--- config.mk ---
export PLATFORM = sky130hd
export DESIGN_NAME = bis_axis
export DESIGN_NICKNAME = d
export VERILOG_FILES = /design/src/bis_pkg.sv /design/src/bis_axis.sv
export SDC_FILE = /design/constraint.sdc
export NUM_CORES = 1
export LEC_CHECK = 0
export ABC_AREA = 1
export ABC_CLOCK_PERIOD_IN_PS = 4300
export CAP_MARGIN = 20
export CORE_MARGIN = 5
export CORE_UTILIZATION = 41
export DETAILED_ROUTE_END_ITERATION = 10
export DONT_BUFFER_PORTS = 1
export SKIP_CTS_REPAIR_TIMING = 1
export SLEW_MARGIN = 20
export SYNTH_ARGS = -nofsm -noshare
export SYNTH_HDL_FRONTEND = slang
export SYNTH_SLANG_ARGS = --single-unit
--- constraint.sdc ---
create_clock -name clk -period 4.3 [get_ports clk]
set_input_delay 0.43 -clock clk [delete_from_list [all_inputs] [get_ports clk]]
set_output_delay 0.43 -clock clk [all_outputs]
set_load 0.01 [all_outputs]
--- src/bis_pkg.sv ---
// ----------------------------------------------------------------------------
// bis_pkg
// Shared field widths, register map codes and item codes for the bilinear
// image scaler.
// ----------------------------------------------------------------------------
package bis_pkg;

  // Field widths of the request and result channels
  localparam int MODE_W  = 1;
  localparam int LOAD_W  = 8;
  localparam int COORD_W = 10;
  localparam int PIX_W   = 8;

  // Configuration register widths
  localparam int STEP_W  = 24;
  localparam int SIZE_W  = 9;
  localparam int APB_DW  = 32;
  localparam int APB_AW  = 3;

  // Scale step is unsigned Q8.16
  localparam int STEP_FRAC_BITS = 16;

  // Register map (index = byte address / 4)
  localparam int REG_IDX_W = 1;
  localparam logic [REG_IDX_W-1:0] REG_SCALE_STEP  = 1'b0;
  localparam logic [REG_IDX_W-1:0] REG_SOURCE_SIZE = 1'b1;

  // Register reset values
  localparam logic [STEP_W-1:0] SCALE_STEP_RST  = 24'd65536;
  localparam logic [SIZE_W-1:0] SOURCE_SIZE_RST = 9'd256;

  // Request kinds
  localparam logic [MODE_W-1:0] MODE_LOAD    = 1'b0;
  localparam logic [MODE_W-1:0] MODE_COMPUTE = 1'b1;

endpackage

--- src/bis_axis.sv ---
// ----------------------------------------------------------------------------
// bis_axis
// One axis of the source position: coordinate times step, then base index,
// clamped neighbor index and fraction. Two register stages.
// ----------------------------------------------------------------------------
module bis_axis #(
  parameter int MAX_SOURCE    = 256,
  parameter int FRACTION_BITS = 8
) (
  input  logic                                   clk,
  input  logic [bis_pkg::COORD_W-1:0]            coord,
  input  logic [bis_pkg::STEP_W-1:0]             step,
  input  logic [$clog2(MAX_SOURCE+1)-1:0]        size_eff,
  output logic [$clog2(MAX_SOURCE)-1:0]          base_r,
  output logic [$clog2(MAX_SOURCE)-1:0]          next_r,
  output logic [FRACTION_BITS-1:0]               frac_r,
  output logic                                   clip_r
);
  import bis_pkg::*;

  localparam int IDXW = $clog2(MAX_SOURCE);
  localparam int SZW  = $clog2(MAX_SOURCE + 1);
  localparam int PW   = COORD_W + STEP_W;
  localparam int IPW  = PW - STEP_FRAC_BITS;

  logic [PW-1:0]            pos_r;
  logic [IPW-1:0]           ipart;
  logic [SZW-1:0]           size_m1;
  logic [IDXW-1:0]          last;
  logic                     clip_nxt;
  logic [IDXW-1:0]          base_nxt;
  logic [IDXW-1:0]          next_nxt;
  logic [FRACTION_BITS-1:0] frac_nxt;

  // Stage 1: exact source position
  always_ff @(posedge clk) begin
    pos_r <= PW'(coord) * PW'(step);
  end

  // Stage 2: clamp base to the image, clamp neighbor to the edge
  always_comb begin
    ipart    = pos_r[PW-1:STEP_FRAC_BITS];
    size_m1  = size_eff - SZW'(1);
    last     = size_m1[IDXW-1:0];
    clip_nxt = (ipart >= IPW'(size_eff));
    base_nxt = clip_nxt ? last : ipart[IDXW-1:0];
    if (!clip_nxt && (ipart < IPW'(size_m1))) begin
      next_nxt = IDXW'(ipart[IDXW-1:0] + IDXW'(1));
    end else begin
      next_nxt = last;
    end
    frac_nxt = clip_nxt ? '0 : pos_r[STEP_FRAC_BITS-1 -: FRACTION_BITS];
  end

  always_ff @(posedge clk) begin
    base_r <= base_nxt;
    next_r <= next_nxt;
    frac_r <= frac_nxt;
    clip_r <= clip_nxt;
  end

endmodule

==> impl_metrics.ini, run 1 <==
[worst_hold_path]
min_to = next_r[0]
hold_class = in2reg
whs_path_depth = 3
worstHoldStart = size_eff[0]

[floorplanning]
rows = 57
die-width_um = 167
ios = 69
core-area_um2 = 24400
dieArea_um2 = 28000
initial_core_util_pct = 41.7
die_h_um = 167

[detailed_routing]
first_pass_iters = 5
finalWirelength_um = 25400
avgRoutedWirePerCell_um = 14.5
dr.first_iter.drc_count = 435
ant_nets = 0
num_vias = 8290
drc_errors = 0
routed_via_density = 4.72

[cts]
htreeDepth = 2
cts_max_path_buffers = 2
cts_root_buf = clkbuf_16
cts_tree = done
cts_sinks = 51
numCtsBuffers = 5
worstSkewPairLatency_ps = 290
clk_pin_slew_ps = 70

[logic_synthesis]
yosysWarnings = 0
syn_avg_cell_area_um2 = 7.13
synth-async-reset-ratio_pct = 0
ys_seq_elements = 51
synth-edff-count = 0
synthesis.area_um2 = 10200
synth_ff_type = dfxtp_1
synth.distinct_cells = 28
yosysSeqAreaShare_pct = 10.0
syn_nets = 1730
synthCells = 1426

[sta]
hold_viol = 0
period_share_pct = 95.9
setup_viol = 0
holdWs_ps = 355
rsz0062_at_grt = true
period_minus_slack_ps = 4120
max_freq_mhz = 243
max_slew.worst_pin.slew_ps = 727
skew_ps = 6.97
relSlewSlack_pct = 51.4
drv_slew = 0

[worst_setup_path]
crit_arrival_ps = 4320
r2r_end = base_r[7]
r2r.worst_path.cells = 10
setup.worst_path.class = in2reg
required_ps = 4490
cp-end-kind = flip-flop
path_max_fanout = 10
r2r_setup_slack_ps = 1910
r2r-start = pos_r[21]
worstSetupStartpointType = primary input

[place]
io_buffer_count = 0
post-dp-hpwl_um = 20900
routabilityCongestion = 0.879

[global_routing]
grt_pass1_wl_um = 44400
antenna_found_initial = 0
overflow = 0
grt_max_degree = 25
grtUsageTotal_pct = 19.1
grt_pass1_vias = 9062

[outcome]
status = completed

[layout]
final_layout_size_suffix_gt1_share_pct = 11.7
utilization_pct = 46.7
nNetsFinal = 1734
fillers = 2505
n_antenna_cell = 0
area_growth_pct = 12.1

[flow_run]
maxCapViolations = 0
[final cells by class]
type / count / area [um2] / share of cell area, %
repair buffers: 45 / 350 / 3.08
multi-input cells: 937 / 7980 / 70.1
inverters: 390 / 1460 / 12.9
flip-flops and latches: 51 / 1020 / 8.96
clock buffers: 5 / 125 / 1.10
clock inverters: 3 / 43.8 / 0.384
well taps: 324 / 405 / 3.56
[worst max-delay path by stage]
stage / start / end / slack [ps] / cells after the start
4_1_cts: coord[3] / pos_r[32] / 120 / 16
5_1_grt: step[10] / pos_r[30] / -30 / 17
3_5_place_dp: coord[3] / pos_r[32] / -190 / 16
6_report: step[12] / pos_r[31] / 180 / 19
3_3_place_gp: coord[3] / pos_r[32] / -170 / 16
2_1_floorplan: step[14] / pos_r[29] / -20 / 19
[synth_stat cells, types with 3 or more instances]
cell	number	share of area [%]
nand2_2	6	0.37
fa_1	173	34
nor2_1	64	2.4
inv_1	390	14
nand3_1	34	1.7
a21o_1	4	0.30
a21oi_1	39	1.9
o21ai_1	5	0.25
clkbuf_1	42	1.6
nand4_1	10	0.62
xor2_1	24	2.1
o21bai_1	4	0.30
nor3_1	16	0.79
ha_1	87	11
nand2_1	442	16
nor3_2	3	0.30
buf_2	4	0.20
o21ai_0	16	0.79
dfxtp_1	51	10
[state kept, by name, summed over array words and instances (netlist names)]
signal	flops
clip_r	1
next_r	8
base_r	8
pos_r	26
frac_r	8
[cell usage in the layout, fill, tap and decap left out, types with 2 or more instances in the layout]
cell       Yosys  routed
ha_4           0      17
nor2_1        64      48
a21o_1         4       4
xor2_1        24      24
a21oi_2        0      10
inv_2          0      14
xnor2_1        2       2
nor3_1        16      11
buf_4          2      44
nand2_4        0       9
dfxtp_1       51      51
o21ai_2        0       2
fa_1         173     171
o21ai_1        5      12
ha_1          87      70
inv_1        390     376
a21oi_4        0       2
nand4_1       10      10
nor2_4         1       2
nand2_1      442     409
fa_2           0       2
nand2_2        6      30
nor2_2         2      17
nor3_2         3       7
a21oi_1       39      27
o21ai_0       16       7
o21bai_1       4       4
clkbuf_16      0       5
nand3_1       34      33
[metal layers]
| layer | up-vias | part of all wire (%) | global-route usage (%) |
|---|---|---|---|
| li1 | 4096 | - | - |
| met1 | 3999 | 43 | 25.2 |
| met2 | 164 | 51 | 34.3 |
| met3 | 31 | 4.0 | 1.89 |
| met4 | 0 | 1.4 | 3.56 |
| met5 | - | 0 | 0 |
[cells by family after synthesis]
family	count (synthesis)	share of synthesized area, %
DFF	51	10.0
and+or+nand+nor	582	23.0
buffers and inverters	438	16.3
adders and majority gates	260	44.8
xor gates and xnor gates	26	2.24
AOI/OAI and AO/OA	69	3.61
[worst max-delay path, stage by stage]
cell and delay [ps]:
nand2_1 40, inv_1 50, fa_1 500, fa_1 570, fa_1 430, fa_1 490, inv_1 50, fa_1 490
inv_2 40, ha_4 220, a21oi_1 250, buf_4 160, o21ai_0 90, nand2_1 90, nand2_1 80, a21oi_2 150
nand2_1 70, nand2_1 50, nand2_1 40
[stage by stage]
stage / instance area, um2 / worst slack [ps] / instances / setup TNS (ps)
2_1_floorplan: 10900 / -20.0 / 1426 / -72.0
3_3_place_gp: 11100 / -167 / 1744 / -1760
3_5_place_dp: 11100 / -188 / 1744 / -2220
4_1_cts: 11300 / 120 / 1752 / 0
5_1_grt: 11400 / -27.9 / 1755 / -86.7
6_report: 11400 / 177 / 1755 / 0
Power of run 1 is left out: the tool's default activity adds up to more than one toggle a clock period on the data nets, which glitch-free logic cannot reach.
==> run 2: changes to the inputs <==
--- a/config.mk
+++ b/config.mk
@@ -10,8 +10,10 @@
 export CAP_MARGIN = 20
 export CORE_MARGIN = 5
 export CORE_UTILIZATION = 41
+export CTS_BUF_LIST = sky130_fd_sc_hd__clkbuf_2 sky130_fd_sc_hd__clkbuf_4 sky130_fd_sc_hd__clkbuf_8
 export DETAILED_ROUTE_END_ITERATION = 10
 export DONT_BUFFER_PORTS = 1
+export RECOVER_POWER = 50
 export SKIP_CTS_REPAIR_TIMING = 1
 export SLEW_MARGIN = 20
 export SYNTH_ARGS = -nofsm -noshare
==> run 2 against run 1 <==
  * Non-clock buffer count is 2 lower
  * Critical path type unchanged
  * Largest cell class unchanged
  * Highest routed layer unchanged
  * Setup slack better by 4.5 ps
  * Wire length is 0.35% lower
==> impl_metrics.ini, run 2 (synthesized netlist as in run 1, its figures left out) <==
[outcome]
status = completed

[sta]
rsz0062_at_grt = true
holdWs_ps = 330
max_freq_mhz = 243
hold_viol = 0
drv_slew = 0
fin_tns_setup_ps = 0
skew_ps = 8.96
relSlewSlack_pct = 51.1
setup_viol = 0
max_slew.worst_pin.slew_ps = 731
period_share_pct = 95.8
period_minus_slack_ps = 4120

[worst_setup_path]
r2r.worst_path.cells = 10
path_max_fanout = 24
worst-path-buf-inv = 1
setup.worst_path.class = in2reg
worstSetupStartpointType = primary input
cpPeakStageDelay_ps = 620
critical_path_depth = 16
cp-end-kind = flip-flop
crit_family = adder cells
crit_slowest_cell = fa_1
required_ps = 4510
crit_arrival_ps = 4330
crit_chain = nand2_1 > fa_1 > inv_1 > fa_1 > fa_1 > fa_1 > fa_1 > ha_4 > a21oi_1 > o21ai_1 > a21oi_1 > nand2_2 > nand2_1 > nand2_1 > nand2_1 > nand2_1

[global_routing]
grtUsageTotal_pct = 19.0
grt_util_met1_pct = 25.1
gr-usage-met3_pct = 2.00
grt_pass1_vias = 9065
met2_usage_pct = 34.3
grt_max_degree = 25
grt_pass1_wl_um = 44300
antenna_found_initial = 0
overflow = 0
busiest_layer = met2

[floorplanning]
initial_core_util_pct = 41.7
dieArea_um2 = 28000
die_h_um = 167
core-area_um2 = 24400
rows = 57
ios = 69
die-width_um = 167

[detailed_routing]
finalWirelength_um = 25300
first_pass_iters = 5
ant_nets = 0
drc_errors = 0
avgRoutedWirePerCell_um = 14.4
routed_via_density = 4.73
num_vias = 8292
dr.first_iter.drc_count = 472

[place]
routabilityCongestion = 0.879
io_buffer_count = 0
post-dp-hpwl_um = 20900

[cts]
htreeDepth = 2
cts_sinks = 51
clk_pin_slew_ps = 90
worstSkewPairLatency_ps = 310
cts_max_path_buffers = 2
cts_tree = done
numCtsBuffers = 5
cts_root_buf = clkbuf_8

[layout]
fillers = 2514
top_register = pos_r
n_antenna_cell = 0
final_layout_size_suffix_gt1_share_pct = 10.8
nNetsFinal = 1732
largest_register_ffs = 26
final_common_cell = nand2_1
area_growth_pct = 10.8
final_cell_mix = nand2_1, inv_1, fa_1

[flow_run]
maxCapViolations = 0

[worst_hold_path]
hold_class = in2reg
whs_path_depth = 3
==> run 2: cell count changes in the layout (fill, tap and decap cells not counted), sizes merged <==
cell | before | now
buf | 45 | 43
==> run 2: stage by stage <==
step | instance area [um2] | setup slack, ps | cells | utilization, %
final | 11300 | 181 | 1753 | 46.2
after global routing | 11300 | -10.5 | 1753 | 46.2
after CTS | 11200 | 150 | 1752 | 46.0
after detailed placement | 11100 | -188 | 1744 | 45.5
after global placement | 11100 | -167 | 1744 | 45.5
after floorplan | 10900 | -20.0 | 1426 | -
==> run 2: path summary, 6_finish.rpt <==
path          startpoint        end  slack (ps)
max             coord[3]  pos_r[24]         180
min          size_eff[0]  next_r[0]         330
max reg2reg    pos_r[21]  base_r[7]        1730
min reg2reg     pos_r[9]  frac_r[1]         420
==> run 2: worst min-delay path: cells and delay by family <==
family        cells  cell delay [ps]
buf+inv           1               60
simple gates      2              110
==> run 2: layout make-up <==
| cell class | count | area, um2 | share of cell area, % |
|---|---|---|---|
| flip-flops and latches | 51 | 1020 | 9.07 |
| repair buffers | 43 | 335 | 2.98 |
| multi-input cells | 937 | 7920 | 70.4 |
| inverters | 390 | 1460 | 13.0 |
| well taps | 324 | 405 | 3.60 |
| clock inverters | 3 | 43.8 | 0.389 |
| clock buffers | 5 | 68.8 | 0.611 |
==> run 2: layer usage <==
layer	share of wire, %	wire length (um)
met1	43	10900
met2	51	12900
met3	4.4	1120
met4	1.4	356
met5	0	0
Power of run 2 is left out for the same reason.
